==> src/hdl/htok_pkg.sv <==
// ----------------------------------------------------------------------------
// HTTP request tokenizer package
// Shared record types, token kind codes and character constants.
// ----------------------------------------------------------------------------
package htok_pkg;

    // Widths of the result fields.
    localparam int OFS_W   = 11;
    localparam int IDX_W   = 7;
    localparam int COUNT_W = 8;
    localparam int KIND_W  = 3;

    // Token kind codes.
    localparam logic [KIND_W-1:0] KIND_METHOD  = 3'd0;
    localparam logic [KIND_W-1:0] KIND_PATH    = 3'd1;
    localparam logic [KIND_W-1:0] KIND_VERSION = 3'd2;
    localparam logic [KIND_W-1:0] KIND_NAME    = 3'd3;
    localparam logic [KIND_W-1:0] KIND_VALUE   = 3'd4;
    localparam logic [KIND_W-1:0] KIND_END     = 3'd5;

    // Characters that steer the parse.
    localparam logic [7:0] CH_LF    = 8'h0A;
    localparam logic [7:0] CH_CR    = 8'h0D;
    localparam logic [7:0] CH_SP    = 8'h20;
    localparam logic [7:0] CH_COLON = 8'h3A;
    localparam logic [7:0] CH_SLASH = 8'h2F;

    // Output queue geometry. One request can produce two records, so the
    // input side is open only while two entries are free.
    localparam int OFIFO_DEPTH = 4;
    localparam int OFIFO_AW    = 2;
    localparam logic [OFIFO_AW:0] OFIFO_OPEN_LVL = 3'd2;

    typedef struct packed {
        logic [KIND_W-1:0]  token_kind;
        logic [OFS_W-1:0]   token_start;
        logic [OFS_W-1:0]   token_length;
        logic [IDX_W-1:0]   header_index;
        logic [COUNT_W-1:0] header_count;
        logic               body_found;
        logic               too_many_headers;
        logic               last_result;
    } t_token_rec;

    // Records written into the output queue at the same time.
    typedef struct packed {
        logic [1:0] count;
        t_token_rec rec0;
        t_token_rec rec1;
    } t_fifo_wr;

endpackage

==> src/hdl/htok_in_if.sv <==
// ----------------------------------------------------------------------------
// Tokenizer input channel
// Valid/ready channel that carries one request byte per transfer.
// ----------------------------------------------------------------------------
interface htok_in_if;
    logic       valid;
    logic       ready;
    logic [7:0] data_byte;
    logic       last_byte;

    modport source (output valid, output data_byte, output last_byte, input ready);
    modport sink   (input valid, input data_byte, input last_byte, output ready);
endinterface

==> src/hdl/htok_out_if.sv <==
// ----------------------------------------------------------------------------
// Tokenizer output channel
// Valid/ready channel that carries one token record per transfer.
// ----------------------------------------------------------------------------
interface htok_out_if;
    logic                          valid;
    logic                          ready;
    logic [htok_pkg::KIND_W-1:0]   token_kind;
    logic [htok_pkg::OFS_W-1:0]    token_start;
    logic [htok_pkg::OFS_W-1:0]    token_length;
    logic [htok_pkg::IDX_W-1:0]    header_index;
    logic [htok_pkg::COUNT_W-1:0]  header_count;
    logic                          body_found;
    logic                          too_many_headers;
    logic                          last_result;

    modport source (
        output valid, output token_kind, output token_start, output token_length,
        output header_index, output header_count, output body_found,
        output too_many_headers, output last_result, input ready
    );
    modport sink (
        input valid, input token_kind, input token_start, input token_length,
        input header_index, input header_count, input body_found,
        input too_many_headers, input last_result, output ready
    );
endinterface

==> src/hdl/http_request_tokenizer.sv <==
// ----------------------------------------------------------------------------
// HTTP request tokenizer
// Splits an HTTP/1.x request, one byte per request on i_req, into token
// records (method, path, version, header names and values, end record).
// ----------------------------------------------------------------------------
// Usage: each request on i_req carries one byte of the HTTP message and a
// flag that marks the final byte of the message. Each token that closes
// yields one record on o_tok, and the final byte adds an end record with the
// body start, body length, body flag and header count.
// Throughput is one byte per cycle while i_req.ready is high: the parse
// state is updated in the cycle the byte is taken, by a single level of
// byte compares and offset adds. Records are written into the output queue
// at the accepting edge. A byte can produce two records (a token and the
// end record); those enter the four-entry output queue together and leave
// it one after the other. i_req.ready is high while the queue has room for
// two records, so a stalled receiver is absorbed until the queue holds
// three or more records, after which i_req is held off. No record is ever dropped.
// Reset (synchronous, active low) returns the parser to the method phase
// with all offsets and counts at zero and empties the output queue. The
// parser returns to the same state by itself after every final byte.
// ----------------------------------------------------------------------------
module http_request_tokenizer #(
    parameter int MAX_BYTES          = 1024,
    parameter int MAX_HEADER_ENTRIES = 128
) (
    input  logic        i_clk,
    input  logic        i_rst_n,
    htok_in_if.sink     i_req,
    htok_out_if.source  o_tok
);

    // Offsets reach MAX_BYTES + 2 inside length arithmetic.
    localparam int POS_W  = $clog2(MAX_BYTES + 3);
    localparam int HDR_W  = $clog2(MAX_HEADER_ENTRIES + 1);
    localparam int CALC_W = (POS_W > htok_pkg::OFS_W) ? POS_W : htok_pkg::OFS_W;
    localparam int CNT_W  = (HDR_W > htok_pkg::COUNT_W) ? HDR_W : htok_pkg::COUNT_W;
    localparam logic [POS_W-1:0] LIMIT_POS = POS_W'(MAX_BYTES);
    localparam logic [HDR_W-1:0] LIMIT_HDR = HDR_W'(MAX_HEADER_ENTRIES);

    // Parse phases.
    localparam logic [3:0] PH_METHOD  = 4'd0;
    localparam logic [3:0] PH_PATH    = 4'd1;
    localparam logic [3:0] PH_PREVER  = 4'd2;
    localparam logic [3:0] PH_VERSION = 4'd3;
    localparam logic [3:0] PH_NAME    = 4'd4;
    localparam logic [3:0] PH_VALUE   = 4'd5;
    localparam logic [3:0] PH_BODY    = 4'd6;
    localparam logic [3:0] PH_LOOK    = 4'd7;
    localparam logic [3:0] PH_SKIP    = 4'd8;

    function automatic logic [CALC_W-1:0] f_sat_sub(input logic [CALC_W-1:0] a,
                                                    input logic [CALC_W-1:0] b);
        return (a >= b) ? (a - b) : '0;
    endfunction

    // Parser state.
    logic [3:0]       r_phase, n_phase;
    logic [POS_W-1:0] r_pos,   n_pos;
    logic [POS_W-1:0] r_tbeg,  n_tbeg;
    logic [HDR_W-1:0] r_hdrs,  n_hdrs;
    logic             r_ovf,   n_ovf;

    logic                          w_take;
    logic [7:0]                    w_byte;
    logic                          w_open;
    logic                          w_tok_valid;
    logic [htok_pkg::KIND_W-1:0]   w_tok_kind;
    logic [CALC_W-1:0]             w_tok_start;
    logic [CALC_W-1:0]             w_tok_len;
    logic [HDR_W-1:0]              w_slot;
    logic [CNT_W-1:0]              w_count;
    logic [CALC_W-1:0]             w_pos_c;
    logic [CALC_W-1:0]             w_tbeg_c;
    logic [CALC_W-1:0]             w_npos_c;
    logic [CALC_W-1:0]             w_ntbeg_c;
    logic [CALC_W-1:0]             w_end_len;
    htok_pkg::t_token_rec          w_tok_rec;
    htok_pkg::t_token_rec          w_end_rec;
    htok_pkg::t_fifo_wr            w_wr;
    logic [htok_pkg::OFIFO_AW:0]   w_level;

    assign w_take      = i_req.valid && i_req.ready;
    assign w_byte      = i_req.data_byte;
    assign i_req.ready = (w_level <= htok_pkg::OFIFO_OPEN_LVL);

    assign w_pos_c  = CALC_W'(r_pos);
    assign w_tbeg_c = CALC_W'(r_tbeg);

    // One byte step: phase decode, token close and header slot update.
    always_comb begin
        n_phase     = r_phase;
        n_pos       = r_pos;
        n_tbeg      = r_tbeg;
        n_hdrs      = r_hdrs;
        n_ovf       = r_ovf;
        w_open      = 1'b0;
        w_tok_valid = 1'b0;
        w_tok_kind  = htok_pkg::KIND_METHOD;
        w_tok_start = w_tbeg_c;
        w_tok_len   = '0;

        // Bytes past the buffer limit are not parsed; the position sticks.
        if (r_pos < LIMIT_POS) begin
            n_pos = r_pos + 1'b1;
            unique case (r_phase)
                PH_METHOD: begin
                    if (w_byte == htok_pkg::CH_SP) begin
                        w_tok_valid = 1'b1;
                        w_tok_kind  = htok_pkg::KIND_METHOD;
                        w_tok_len   = f_sat_sub(w_pos_c, w_tbeg_c);
                        n_tbeg      = r_pos + 1'b1;
                        n_phase     = PH_PATH;
                    end
                end
                PH_PATH: begin
                    if (w_byte == htok_pkg::CH_SP) begin
                        w_tok_valid = 1'b1;
                        w_tok_kind  = htok_pkg::KIND_PATH;
                        w_tok_len   = f_sat_sub(w_pos_c, w_tbeg_c);
                        n_phase     = PH_PREVER;
                    end
                end
                PH_PREVER: begin
                    // The version token starts after the slash of "HTTP/".
                    if (w_byte == htok_pkg::CH_SLASH) begin
                        n_tbeg  = r_pos + 1'b1;
                        n_phase = PH_VERSION;
                    end
                end
                PH_VERSION: begin
                    // The length drops the CR in front of the LF.
                    if (w_byte == htok_pkg::CH_LF) begin
                        w_tok_valid = 1'b1;
                        w_tok_kind  = htok_pkg::KIND_VERSION;
                        w_tok_len   = f_sat_sub(w_pos_c, w_tbeg_c + 1'b1);
                        n_tbeg      = r_pos + 1'b1;
                        w_open      = 1'b1;
                        n_phase     = PH_NAME;
                    end
                end
                PH_NAME: begin
                    // The value is taken to begin two bytes after the colon.
                    if (w_byte == htok_pkg::CH_COLON) begin
                        w_tok_valid = 1'b1;
                        w_tok_kind  = htok_pkg::KIND_NAME;
                        w_tok_len   = f_sat_sub(w_pos_c, w_tbeg_c);
                        n_tbeg      = r_pos + POS_W'(2);
                        n_phase     = PH_VALUE;
                    end
                end
                PH_VALUE: begin
                    if (w_byte == htok_pkg::CH_LF) begin
                        w_tok_valid = 1'b1;
                        w_tok_kind  = htok_pkg::KIND_VALUE;
                        w_tok_len   = f_sat_sub(w_pos_c, w_tbeg_c + 1'b1);
                        n_tbeg      = r_pos + 1'b1;
                        n_phase     = PH_LOOK;
                    end
                end
                PH_LOOK: begin
                    // Byte after a header line: blank line, or a new header
                    // whose first byte is parsed as a name byte right away.
                    if (w_byte == htok_pkg::CH_CR) begin
                        n_tbeg  = r_pos + POS_W'(2);
                        n_phase = PH_SKIP;
                    end else if (w_byte == htok_pkg::CH_LF) begin
                        n_tbeg  = r_pos + 1'b1;
                        n_phase = PH_BODY;
                    end else begin
                        w_open = 1'b1;
                        if (w_byte == htok_pkg::CH_COLON) begin
                            w_tok_valid = 1'b1;
                            w_tok_kind  = htok_pkg::KIND_NAME;
                            w_tok_start = w_pos_c;
                            w_tok_len   = '0;
                            n_tbeg      = r_pos + POS_W'(2);
                            n_phase     = PH_VALUE;
                        end else begin
                            n_tbeg  = r_pos;
                            n_phase = PH_NAME;
                        end
                    end
                end
                default: begin
                    // The skipped LF, the body, and unused codes all land here.
                    n_phase = PH_BODY;
                end
            endcase
        end

        // Open a header slot, or flag overflow once the table is full.
        if (w_open) begin
            if (r_hdrs < LIMIT_HDR) begin
                n_hdrs = r_hdrs + 1'b1;
            end else begin
                n_ovf = 1'b1;
            end
        end
    end

    assign w_slot    = (n_hdrs != '0) ? (n_hdrs - 1'b1) : '0;
    assign w_count   = CNT_W'(n_hdrs);
    assign w_npos_c  = CALC_W'(n_pos);
    assign w_ntbeg_c = CALC_W'(n_tbeg);
    assign w_end_len = f_sat_sub(w_npos_c, w_ntbeg_c);

    // Token record. The version record reports the overflow flag from before
    // its own header slot opens; a name closed on the lookahead byte sees
    // the updated flag and slot.
    always_comb begin
        w_tok_rec.token_kind       = w_tok_kind;
        w_tok_rec.token_start      = w_tok_start[htok_pkg::OFS_W-1:0];
        w_tok_rec.token_length     = w_tok_len[htok_pkg::OFS_W-1:0];
        w_tok_rec.header_index     = '0;
        if ((w_tok_kind == htok_pkg::KIND_NAME) || (w_tok_kind == htok_pkg::KIND_VALUE)) begin
            w_tok_rec.header_index = htok_pkg::IDX_W'(w_slot);
        end
        w_tok_rec.header_count     = '0;
        w_tok_rec.body_found       = 1'b0;
        w_tok_rec.too_many_headers = (r_phase == PH_VERSION) ? r_ovf : n_ovf;
        w_tok_rec.last_result      = 1'b0;
    end

    // End record, built from the state after this byte.
    always_comb begin
        w_end_rec.token_kind       = htok_pkg::KIND_END;
        w_end_rec.token_start      = w_ntbeg_c[htok_pkg::OFS_W-1:0];
        w_end_rec.token_length     = w_end_len[htok_pkg::OFS_W-1:0];
        w_end_rec.header_index     = '0;
        w_end_rec.header_count     = w_count[htok_pkg::COUNT_W-1:0];
        w_end_rec.body_found       = (n_phase == PH_BODY) || (n_phase == PH_SKIP);
        w_end_rec.too_many_headers = n_ovf;
        w_end_rec.last_result      = 1'b1;
    end

    // Queue write: the token record goes first, the end record after it.
    always_comb begin
        w_wr.count = '0;
        if (w_take) begin
            w_wr.count = {1'b0, w_tok_valid} + {1'b0, i_req.last_byte};
        end
        w_wr.rec0 = w_tok_valid ? w_tok_rec : w_end_rec;
        w_wr.rec1 = w_end_rec;
    end

    always_ff @(posedge i_clk) begin
        if (!i_rst_n) begin
            r_phase <= PH_METHOD;
            r_pos   <= '0;
            r_tbeg  <= '0;
            r_hdrs  <= '0;
            r_ovf   <= 1'b0;
        end else if (w_take) begin
            if (i_req.last_byte) begin
                r_phase <= PH_METHOD;
                r_pos   <= '0;
                r_tbeg  <= '0;
                r_hdrs  <= '0;
                r_ovf   <= 1'b0;
            end else begin
                r_phase <= n_phase;
                r_pos   <= n_pos;
                r_tbeg  <= n_tbeg;
                r_hdrs  <= n_hdrs;
                r_ovf   <= n_ovf;
            end
        end
    end

    htok_out_fifo u_out_fifo (
        .i_clk   (i_clk),
        .i_rst_n (i_rst_n),
        .i_wr    (w_wr),
        .o_level (w_level),
        .o_tok   (o_tok)
    );

endmodule

==> src/hdl/htok_out_fifo.sv <==
// ----------------------------------------------------------------------------
// Tokenizer output queue
// Small queue that takes up to two records per cycle and sends one on ready.
// ----------------------------------------------------------------------------
module htok_out_fifo (
    input  logic                          i_clk,
    input  logic                          i_rst_n,
    input  htok_pkg::t_fifo_wr            i_wr,
    output logic [htok_pkg::OFIFO_AW:0]   o_level,
    htok_out_if.source                    o_tok
);

    htok_pkg::t_token_rec                r_mem [htok_pkg::OFIFO_DEPTH];
    logic [htok_pkg::OFIFO_AW-1:0]       r_wptr;
    logic [htok_pkg::OFIFO_AW-1:0]       r_rptr;
    logic [htok_pkg::OFIFO_AW:0]         r_level;
    logic                                w_pop;
    htok_pkg::t_token_rec                w_head;

    assign w_pop = o_tok.valid && o_tok.ready;

    always_ff @(posedge i_clk) begin
        if (i_wr.count != 2'd0) begin
            r_mem[r_wptr] <= i_wr.rec0;
        end
        if (i_wr.count == 2'd2) begin
            r_mem[r_wptr + 1'b1] <= i_wr.rec1;
        end
    end

    always_ff @(posedge i_clk) begin
        if (!i_rst_n) begin
            r_wptr  <= '0;
            r_rptr  <= '0;
            r_level <= '0;
        end else begin
            r_wptr  <= r_wptr + htok_pkg::OFIFO_AW'(i_wr.count);
            r_rptr  <= r_rptr + htok_pkg::OFIFO_AW'(w_pop);
            r_level <= r_level + (htok_pkg::OFIFO_AW + 1)'(i_wr.count)
                       - (htok_pkg::OFIFO_AW + 1)'(w_pop);
        end
    end

    assign w_head  = r_mem[r_rptr];
    assign o_level = r_level;

    assign o_tok.valid            = (r_level != '0);
    assign o_tok.token_kind       = w_head.token_kind;
    assign o_tok.token_start      = w_head.token_start;
    assign o_tok.token_length     = w_head.token_length;
    assign o_tok.header_index     = w_head.header_index;
    assign o_tok.header_count     = w_head.header_count;
    assign o_tok.body_found       = w_head.body_found;
    assign o_tok.too_many_headers = w_head.too_many_headers;
    assign o_tok.last_result      = w_head.last_result;

endmodule

==> src/flat_wrapper.sv <==
// flat-port wrapper written by rule: the top's interface ports become plain ports
module http_request_tokenizer_flat 
#(
    parameter int MAX_BYTES          = 1024,
    parameter int MAX_HEADER_ENTRIES = 128
)
  (i_clk, i_rst_n, i_req_valid, i_req_data_byte, i_req_last_byte, i_req_ready, o_tok_valid, o_tok_token_kind, o_tok_token_start, o_tok_token_length, o_tok_header_index, o_tok_header_count, o_tok_body_found, o_tok_too_many_headers, o_tok_last_result, o_tok_ready);
  htok_in_if i_req_i ();
  htok_out_if o_tok_i ();
  input  logic i_clk;
  input  logic i_rst_n;
  input wire logic [$bits(i_req_i.valid)-1:0] i_req_valid;
  input wire logic [$bits(i_req_i.data_byte)-1:0] i_req_data_byte;
  input wire logic [$bits(i_req_i.last_byte)-1:0] i_req_last_byte;
  output wire logic [$bits(i_req_i.ready)-1:0] i_req_ready;
  output wire logic [$bits(o_tok_i.valid)-1:0] o_tok_valid;
  output wire logic [$bits(o_tok_i.token_kind)-1:0] o_tok_token_kind;
  output wire logic [$bits(o_tok_i.token_start)-1:0] o_tok_token_start;
  output wire logic [$bits(o_tok_i.token_length)-1:0] o_tok_token_length;
  output wire logic [$bits(o_tok_i.header_index)-1:0] o_tok_header_index;
  output wire logic [$bits(o_tok_i.header_count)-1:0] o_tok_header_count;
  output wire logic [$bits(o_tok_i.body_found)-1:0] o_tok_body_found;
  output wire logic [$bits(o_tok_i.too_many_headers)-1:0] o_tok_too_many_headers;
  output wire logic [$bits(o_tok_i.last_result)-1:0] o_tok_last_result;
  input wire logic [$bits(o_tok_i.ready)-1:0] o_tok_ready;
  assign i_req_i.valid = i_req_valid;
  assign i_req_i.data_byte = i_req_data_byte;
  assign i_req_i.last_byte = i_req_last_byte;
  assign i_req_ready = i_req_i.ready;
  assign o_tok_valid = o_tok_i.valid;
  assign o_tok_token_kind = o_tok_i.token_kind;
  assign o_tok_token_start = o_tok_i.token_start;
  assign o_tok_token_length = o_tok_i.token_length;
  assign o_tok_header_index = o_tok_i.header_index;
  assign o_tok_header_count = o_tok_i.header_count;
  assign o_tok_body_found = o_tok_i.body_found;
  assign o_tok_too_many_headers = o_tok_i.too_many_headers;
  assign o_tok_last_result = o_tok_i.last_result;
  assign o_tok_i.ready = o_tok_ready;
  http_request_tokenizer #(.MAX_BYTES(MAX_BYTES), .MAX_HEADER_ENTRIES(MAX_HEADER_ENTRIES)) u_core (.i_clk(i_clk), .i_rst_n(i_rst_n), .i_req(i_req_i), .o_tok(o_tok_i));
endmodule
==> config.mk <==
export PLATFORM = sky130hd
export DESIGN_NAME = http_request_tokenizer_flat
export DESIGN_NICKNAME = d
export VERILOG_FILES = /design/src/hdl/htok_pkg.sv /design/src/hdl/htok_in_if.sv /design/src/hdl/htok_out_if.sv /design/src/hdl/http_request_tokenizer.sv /design/src/hdl/htok_out_fifo.sv /design/src/flat_wrapper.sv
export SDC_FILE = /design/constraint.sdc
export NUM_CORES = 1
export LEC_CHECK = 0
export BUFFER_PORTS_ARGS = -buffer_cell sky130_fd_sc_hd__buf_2
export CORE_MARGIN = 2
export CORE_UTILIZATION = 35
export DETAILED_ROUTE_END_ITERATION = 7
export GPL_TIMING_DRIVEN = 0
export SETUP_SLACK_MARGIN = 0.2
export SLEW_MARGIN = 25
export SYNTH_ARGS = -nofsm -noshare
export SYNTH_HDL_FRONTEND = slang
export SYNTH_SLANG_ARGS = --single-unit
==> constraint.sdc <==
create_clock -name i_clk -period 7.1 [get_ports i_clk]
set_clock_uncertainty 0.05 [all_clocks]
set_input_delay 0.355 -clock i_clk [delete_from_list [all_inputs] [get_ports i_clk]]
set_output_delay 0.355 -clock i_clk [all_outputs]
set_load 0.02 [all_outputs]
==> results of run 1 <==
report_power, final:
| group | internal, mW | switching (mW) | total [mW] |
|---|---|---|---|
| Combinational | 0.306 | 0.503 | 0.809 |
| Sequential | 1.37 | 0.0291 | 1.40 |
| Clock | 0.784 | 0.519 | 1.30 |
| Total | 2.46 | 1.05 | 3.51 |
worst max-delay path: stages, from the launching register on:
cell and delay, ns:
dfxtp_1 0.83, ha_1 0.43, nand3_1 0.13, clkbuf_1 0.32
nor2_1 0.20, xor2_1 0.21, o22ai_1 0.13, a2111o_1 0.43
nand3_1 0.29, inv_1 0.16, ha_1 0.41, a21o_1 0.16
o32ai_1 0.08, a21oi_1 0.32, a211oi_1 0.19, nor2_1 0.58
nand3_1 0.34, o2bb2ai_1 0.25
kinds of logic after synthesis:
logic type	Yosys count	synth area share, %
simple gates	491	18.6
compound gates	388	19.2
flops	214	41.0
buf+inv	124	3.74
xor+xnor	72	4.76
mux	52	7.82
fa+ha+maj	50	4.83
final cells by class:
cell class | count | area (µm²) | share of cell area, %
Multi-Input combinational cell | 1053 | 7510 | 48.7
Tap cell | 518 | 648 | 4.20
Buffer | 82 | 353 | 2.29
Sequential cell | 214 | 5570 | 36.1
Timing Repair Buffer | 61 | 365 | 2.37
Inverter | 42 | 158 | 1.02
Clock buffer | 31 | 678 | 4.40
Clock inverter | 11 | 144 | 0.933
placed cells by master, fill, tap and decap left out, types with 9 or more instances in the layout:
master,count
clkbuf_16,25
xnor2_1,45
o221ai_1,19
o21ai_1,18
a22o_1,15
o22ai_1,53
ha_1,46
clkbuf_1,53
nor2_1,98
and2_1,27
o21a_1,9
o2bb2ai_1,20
buf_2,78
inv_1,36
nand4_1,10
nor2b_1,21
or3_1,14
xor2_1,25
o211ai_1,12
dfxtp_1,86
nand2_1,128
a21oi_1,71
nor3_1,54
o21ai_0,72
mux4_2,43
and3_1,11
nand3_1,57
edfxtp_1,128
a21o_1,21
a211oi_1,12
worst paths after layout:
kind	start	endpoint	cells after the start
max	u_core.r_pos[1]	u_core.u_out_fifo.r_mem[0][21]	17
min	i_rst_n	u_core.r_ovf	3
max reg2reg	u_core.r_pos[1]	u_core.u_out_fifo.r_mem[0][21]	17
min reg2reg	u_core.u_out_fifo.r_mem[0][15]	u_core.u_out_fifo.r_mem[0][15]	2
cell usage after synthesis (8+ instances only):
master	n
edfxtp_1	128
nand2_1	128
nor2_1	98
dfxtp_1	86
o21ai_0	72
a21oi_1	71
nand3_1	57
nor3_1	55
o22ai_1	53
clkbuf_1	50
ha_1	46
xnor2_1	45
mux4_2	43
inv_1	40
and2_1	27
xor2_1	25
a21o_1	21
nor2b_1	21
o2bb2ai_1	20
buf_2	19
o221ai_1	19
o21ai_1	18
a22o_1	15
or3_1	14
a211oi_1	12
o211ai_1	12
and3_1	11
nand4_1	10
o21a_1	9
a22oi_1	8
a31oi_1	8
buf_1	8
nor4_1	8
or2_2	8
metal layers:
layer | vias to the layer above | global-route usage, % | wire [µm]
met3 | 81 | 2.99 | 3780
li1 | 5446 | - | -
met5 | - | 0 | 11
met2 | 578 | 35.3 | 21000
met4 | 2 | 6.56 | 1240
met1 | 5858 | 32.6 | 20700
per-stage QoR:
| step | std cells | hold slack [ns] |
|---|---|---|
| after floorplan | 1391 | 0.368 |
| after global placement | 1965 | 0.377 |
| after detailed placement | 1970 | 0.385 |
| after CTS | 2012 | 0.131 |
| after global routing | 2012 | 0.173 |
| final | 2012 | 0.156 |
sequential cells by signal (all words and copies together), names as in the netlist:
signal,count
u_core.r_pos,11
u_core.r_tbeg,11
u_core.u_out_fifo.o_level,3
u_core.u_out_fifo.r_rptr,2
u_core.u_out_fifo.r_wptr,2
u_core.u_out_fifo.r_mem,172
u_core.r_phase,4
u_core.r_hdrs,8
u_core.r_ovf,1
==> reports/metrics.csv, run 1 <==
stage,metric,value,unit
outcome,status,"complete, no violations",
hold_path,Min-Delay Path Class,in -> reg,
finish,ant diodes,0,
cts,Worst-Skew Late Latency,0.53,ns
finish,post-route design area,15400,µm²
finish,area grow syn2layout,13.7,%
global_route,vias in the first global route,11300,
die,initial core utilization,35.3,%
placed_design,Setup WS pre-CTS,1.30,ns
cts,Clock Tree Root,clkbuf_16,
run,# Max-Cap Violations,0,
timing,final setup margin,1.41,ns
placed_design,port bufs,56,
timing,RSZ-0062 raised after global routing,no,
die,Ports,58,
timing,setup tns final,0,ns
yosys,"FFs w/ async S/R, synth",0,%
global_route,global-route wire length before repair,70100,µm
detailed_routing,routed wire length,46700,µm
detailed_routing,vias after detailed routing,12000,
global_route,GRT Util Overall,22.6,%
yosys,number of distinct library cells after synthesis,95,
placed_design,DP Area,14600,µm²
detailed_routing,DRT antenna net count,0,
yosys,synth top area cells,"edfxtp_1, dfxtp_1, mux4_2",
yosys,leading area contributor after synthesis,edfxtp_1,
yosys,area share of the largest cell type after synthesis,28.3,%
finish,fin util,40.1,%
critical_path,Worst Setup Start Kind,register,
power_and_ir_drop,PD cells,228,nW/µm²
cts,Post-CTS Setup Inserts,0,
critical_path,kind of critical path,reg -> reg,
global_route,pin count of the biggest net entering global routing,23,
finish,final net count,1540,
timing,Slew headroom,29.9,%
timing,"Hold Vio Cnt, Final",0,
critical_path,WP data arrival,5.99,ns
die,row cnt,72,
detailed_routing,DRT iter0 DRCs,1348,
detailed_routing,DR pass1 iterations,6,
critical_path,critical path peak fanout,13,
yosys,Synth Register Bits,214,
yosys,Synth Flop Type,edfxtp_1,
timing,Peak Freq,176,MHz
yosys,Synth Warn #,0,
power_and_ir_drop,Max IR drop VDD,0.180,mV
cts,CTS resizes,0,
global_route,GRT overflow,0,
power_and_ir_drop,Total Power,3.51,mW
die,die width,201,µm
timing,period utilization,80.1,%
yosys,Mapped Avg Cell Area,9.75,µm²
detailed_routing,Vias per Instance,5.95,
cts,CTS clock-pin slew for the worst setup and hold paths,0.07,ns
die,Die Y,201,µm
die,core area,38500,µm²
yosys,sequential fraction of the synthesis area,41.0,%
power_and_ir_drop,static leakage,5.40,nW
global_route,initial antenna violation count,1,
timing,crit path time final,5.69,ns
timing,"Setup violations, final",0,
cts,CTS Hold Buffers Added,0,
yosys,Mapped Area,13600,µm²
cts,CTS Sinks,214,
die,die footprint,40300,µm²
timing,Worst-Margin Slew,1.05,ns
critical_path,Worst EP required,7.41,ns
detailed_routing,DRC,0,
cts,cts bufs inserted,23,
critical_path,Worst setup EP type,register,
placed_design,DP HPWL,34500,µm
cts,worst-case clock buffer depth,3,
finish,share of cells above drive strength 1,14.6,%
cts,CTS tree,built,
finish,# fillers,3772,
yosys,number of flops mapped to enable cells by yosys,128,
placed_design,placer congestion estimate,0.982,
timing,"Slew Viols, Final",0,
yosys,Post-Syn Nets,1454,
cts,H-tree levels,1,
critical_path,R2R setup slack,1.41,ns
detailed_routing,drt wl/cell,23.2,µm
yosys,Synth Instances,1391,
Note: power is estimated with default switching activity, not from simulation.
==> run 2, diff against run 1 <==
==> constraint.sdc (replaced) <==
create_clock -name i_clk -period 4.74 [get_ports i_clk]
set_clock_uncertainty 0.05 [all_clocks]
set_input_delay 0.237 -clock i_clk [delete_from_list [all_inputs] [get_ports i_clk]]
set_output_delay 0.237 -clock i_clk [all_outputs]
set_load 0.02 [all_outputs]
==> reports/metrics.csv, run 2 (synthesized netlist as in run 1, its figures left out) <==
stage,metric,value,unit,change
cts,CTS Hold Buffers Added,0,,unchanged
cts,Worst-Skew Late Latency,0.53,ns,about the same
detailed_routing,DRC,0,,unchanged
hold_path,Min-Delay Path Class,in -> reg,,unchanged
cts,CTS clock-pin slew for the worst setup and hold paths,0.07,ns,about the same
timing,"Setup violations, final",0,,unchanged
detailed_routing,Vias per Instance,5.98,,was 5.95
finish,# fillers,3735,,was 3772
critical_path,critical path peak fanout,10,,was 13
global_route,GRT Util Overall,22.7,%,was 22.6%
timing,period utilization,95.8,%,was 80.1%
cts,worst-case clock buffer depth,3,,unchanged
global_route,global-route wire length before repair,70800,µm,was 70100 µm
finish,Finished Layout Cells,2037,,was 2012
die,die width,201,µm,unchanged
timing,worst hold margin,0.0360,ns,was 0.156 ns
placed_design,placed cells,1970,,unchanged
critical_path,Worst setup EP type,register,,unchanged
finish,ant diodes,0,,unchanged
finish,area grow syn2layout,18.7,%,was 13.7%
global_route,initial antenna violation count,1,,unchanged
die,Ports,58,,unchanged
placed_design,placer congestion estimate,0.982,,unchanged
finish,max reg flops,172,,unchanged
cts,H-tree levels,1,,unchanged
timing,RSZ-0062 raised after global routing,yes,,was no
detailed_routing,vias after detailed routing,12200,,was 12000
critical_path,Setup crit start,u_core.r_phase[2],,was u_core.r_pos[1]
global_route,pin count of the biggest net entering global routing,23,,unchanged
timing,"Hold Vio Cnt, Final",0,,unchanged
global_route,GRT overflow,0,,unchanged
outcome,status,"complete, no violations",,unchanged
die,row cnt,72,,unchanged
cts,cts bufs inserted,23,,unchanged
finish,fin util,41.8,%,was 40.1%
cts,CTS tree,built,,unchanged
detailed_routing,drt wl/cell,23.2,µm,about the same
placed_design,DP HPWL,34500,µm,unchanged
placed_design,port bufs,56,,unchanged
timing,"Slew Viols, Final",0,,unchanged
detailed_routing,DRT antenna net count,0,,unchanged
hold_path,worst hold start,i_rst_n,,unchanged
finish,Regs by FF count,"u_core.u_out_fifo.r_mem (172), u_core.r_pos (11), u_core.r_tbeg (11)",,unchanged
critical_path,Worst Setup Start Kind,register,,unchanged
timing,Slew headroom,37.8,%,was 29.9%
detailed_routing,DRT iter0 DRCs,1360,,was 1348
critical_path,Worst EP required,4.94,ns,was 7.41 ns
finish,most frequent cells in the layout,"edfxtp_1, nand2_1, nor2_1, dfxtp_1, buf_2",,"was nand2_1, edfxtp_1, nor2_1, dfxtp_1, buf_2"
critical_path,FF-to-FF Start,u_core.r_phase[2],,was u_core.r_pos[1]
detailed_routing,DR pass1 iterations,6,,unchanged
timing,Worst-Margin Slew,0.933,ns,was 1.05 ns
power_and_ir_drop,Max IR drop VDD,0.272,mV,was 0.180 mV
finish,share of cells above drive strength 1,21.8,%,was 14.6%
power_and_ir_drop,static leakage,5.71,nW,was 5.40 nW
finish,"commonest non-fill, non-tap cell in the layout",edfxtp_1,,
global_route,vias in the first global route,11500,,was 11300
critical_path,kind of critical path,reg -> reg,,unchanged
power_and_ir_drop,PD cells,330,nW/µm²,was 228 nW/µm²
finish,Biggest register,u_core.u_out_fifo.r_mem,,unchanged
run,# Max-Cap Violations,0,,unchanged
cts,Clock Tree Root,clkbuf_16,,unchanged
die,die footprint,40300,µm²,unchanged
timing,Peak Freq,220,MHz,was 176 MHz
timing,crit path time final,4.54,ns,was 5.69 ns
detailed_routing,routed wire length,47300,µm,was 46700 µm
critical_path,WP data arrival,4.74,ns,was 5.99 ns
die,initial core utilization,35.3,%,unchanged
finish,final net count,1565,,was 1540
cts,CTS Sinks,214,,unchanged
die,core area,38500,µm²,unchanged
die,Die Y,201,µm,unchanged
[run 2: cell types whose count changed in the layout (fill, tap and decap cells not counted), sizes merged]
cell      previous run  this run
clkinvlp             1         2
clkinv               6         5
clkbuf              84        81
buf                 90       118
[run 2: routing by layer]
| layer | wire, µm | vias to the layer above | global-route usage [%] |
|---|---|---|---|
| li1 | - | 5509 | - |
| met1 | 20700 | 5938 | 32.8 |
| met2 | 21300 | 633 | 35.8 |
| met3 | 3970 | 93 | 2.92 |
| met4 | 1320 | 2 | 6.27 |
| met5 | 17 | - | 0 |
[run 2: metrics by stage]
| step | total power [mW] | instance area (µm²) | worst slack [ns] | setup TNS, ns |
|---|---|---|---|---|
| 6_report | 5.31 | 16100 | 0.199 | 0 |
| 5_1_grt | 5.49 | 16100 | 0.0991 | 0 |
| 4_1_cts | 5.31 | 15800 | 0.162 | 0 |
| 3_5_place_dp | 3.35 | 14600 | -0.942 | -154.07 |
| 3_3_place_gp | 3.33 | 14500 | -1.80 | -272.17 |
| 2_1_floorplan | 2.95 | 13600 | 0.293 | 0 |
[run 2: timing repair]
action / 4_1_cts / 5_1_grt
pin swaps: 4 / 9
setup endpoints to repair: 283 / 234
setup buffers: 6 / 19
resized for setup: 84 / 65
gates cloned: 0 / 0
[run 2: area by class of cell]
| type | count | area (µm²) | share of cell area [%] |
|---|---|---|---|
| well taps | 518 | 648 | 4.03 |
| flip-flops and latches | 214 | 5580 | 34.7 |
| clock inverters | 11 | 144 | 0.894 |
| repair buffers | 86 | 553 | 3.44 |
| inverters | 42 | 164 | 1.02 |
| multi-input cells | 1053 | 7910 | 49.2 |
| plain buffers | 82 | 417 | 2.59 |
| clock buffers | 31 | 678 | 4.21 |
[run 2: power breakdown]
group          internal (mW)  total (mW)  leakage (nW)  switching (mW)
combinational          0.483        1.26          3.38           0.774
clock                   1.17        1.96         0.405           0.782
sequential              2.05        2.10          1.93          0.0436
[run 2: path summary, 6_finish.rpt]
check	endpoint	slack (ns)	cells past startpoint
setup reg to reg	u_core.u_out_fifo.r_mem[1][38]	0.20	15
hold / removal	u_core.r_ovf	0.04	3
hold reg to reg	u_core.u_out_fifo.r_mem[0][15]	0.39	2
setup / recovery	u_core.u_out_fifo.r_mem[1][38]	0.20	15
[run 2: worst max-delay path, stage by stage (launching register included)]
cell and delay (ns):
dfxtp_1 0.30, buf_2 0.20, nor2b_1 0.34, nand2_2 0.24
a21o_1 0.21, a311o_2 0.49, buf_6 0.20, clkinvlp_4 0.16
buf_4 0.24, ha_4 0.28, o21ai_4 0.30, nor2_2 0.19
a21oi_1 0.31, buf_4 0.28, buf_2 0.28, o22ai_1 0.14
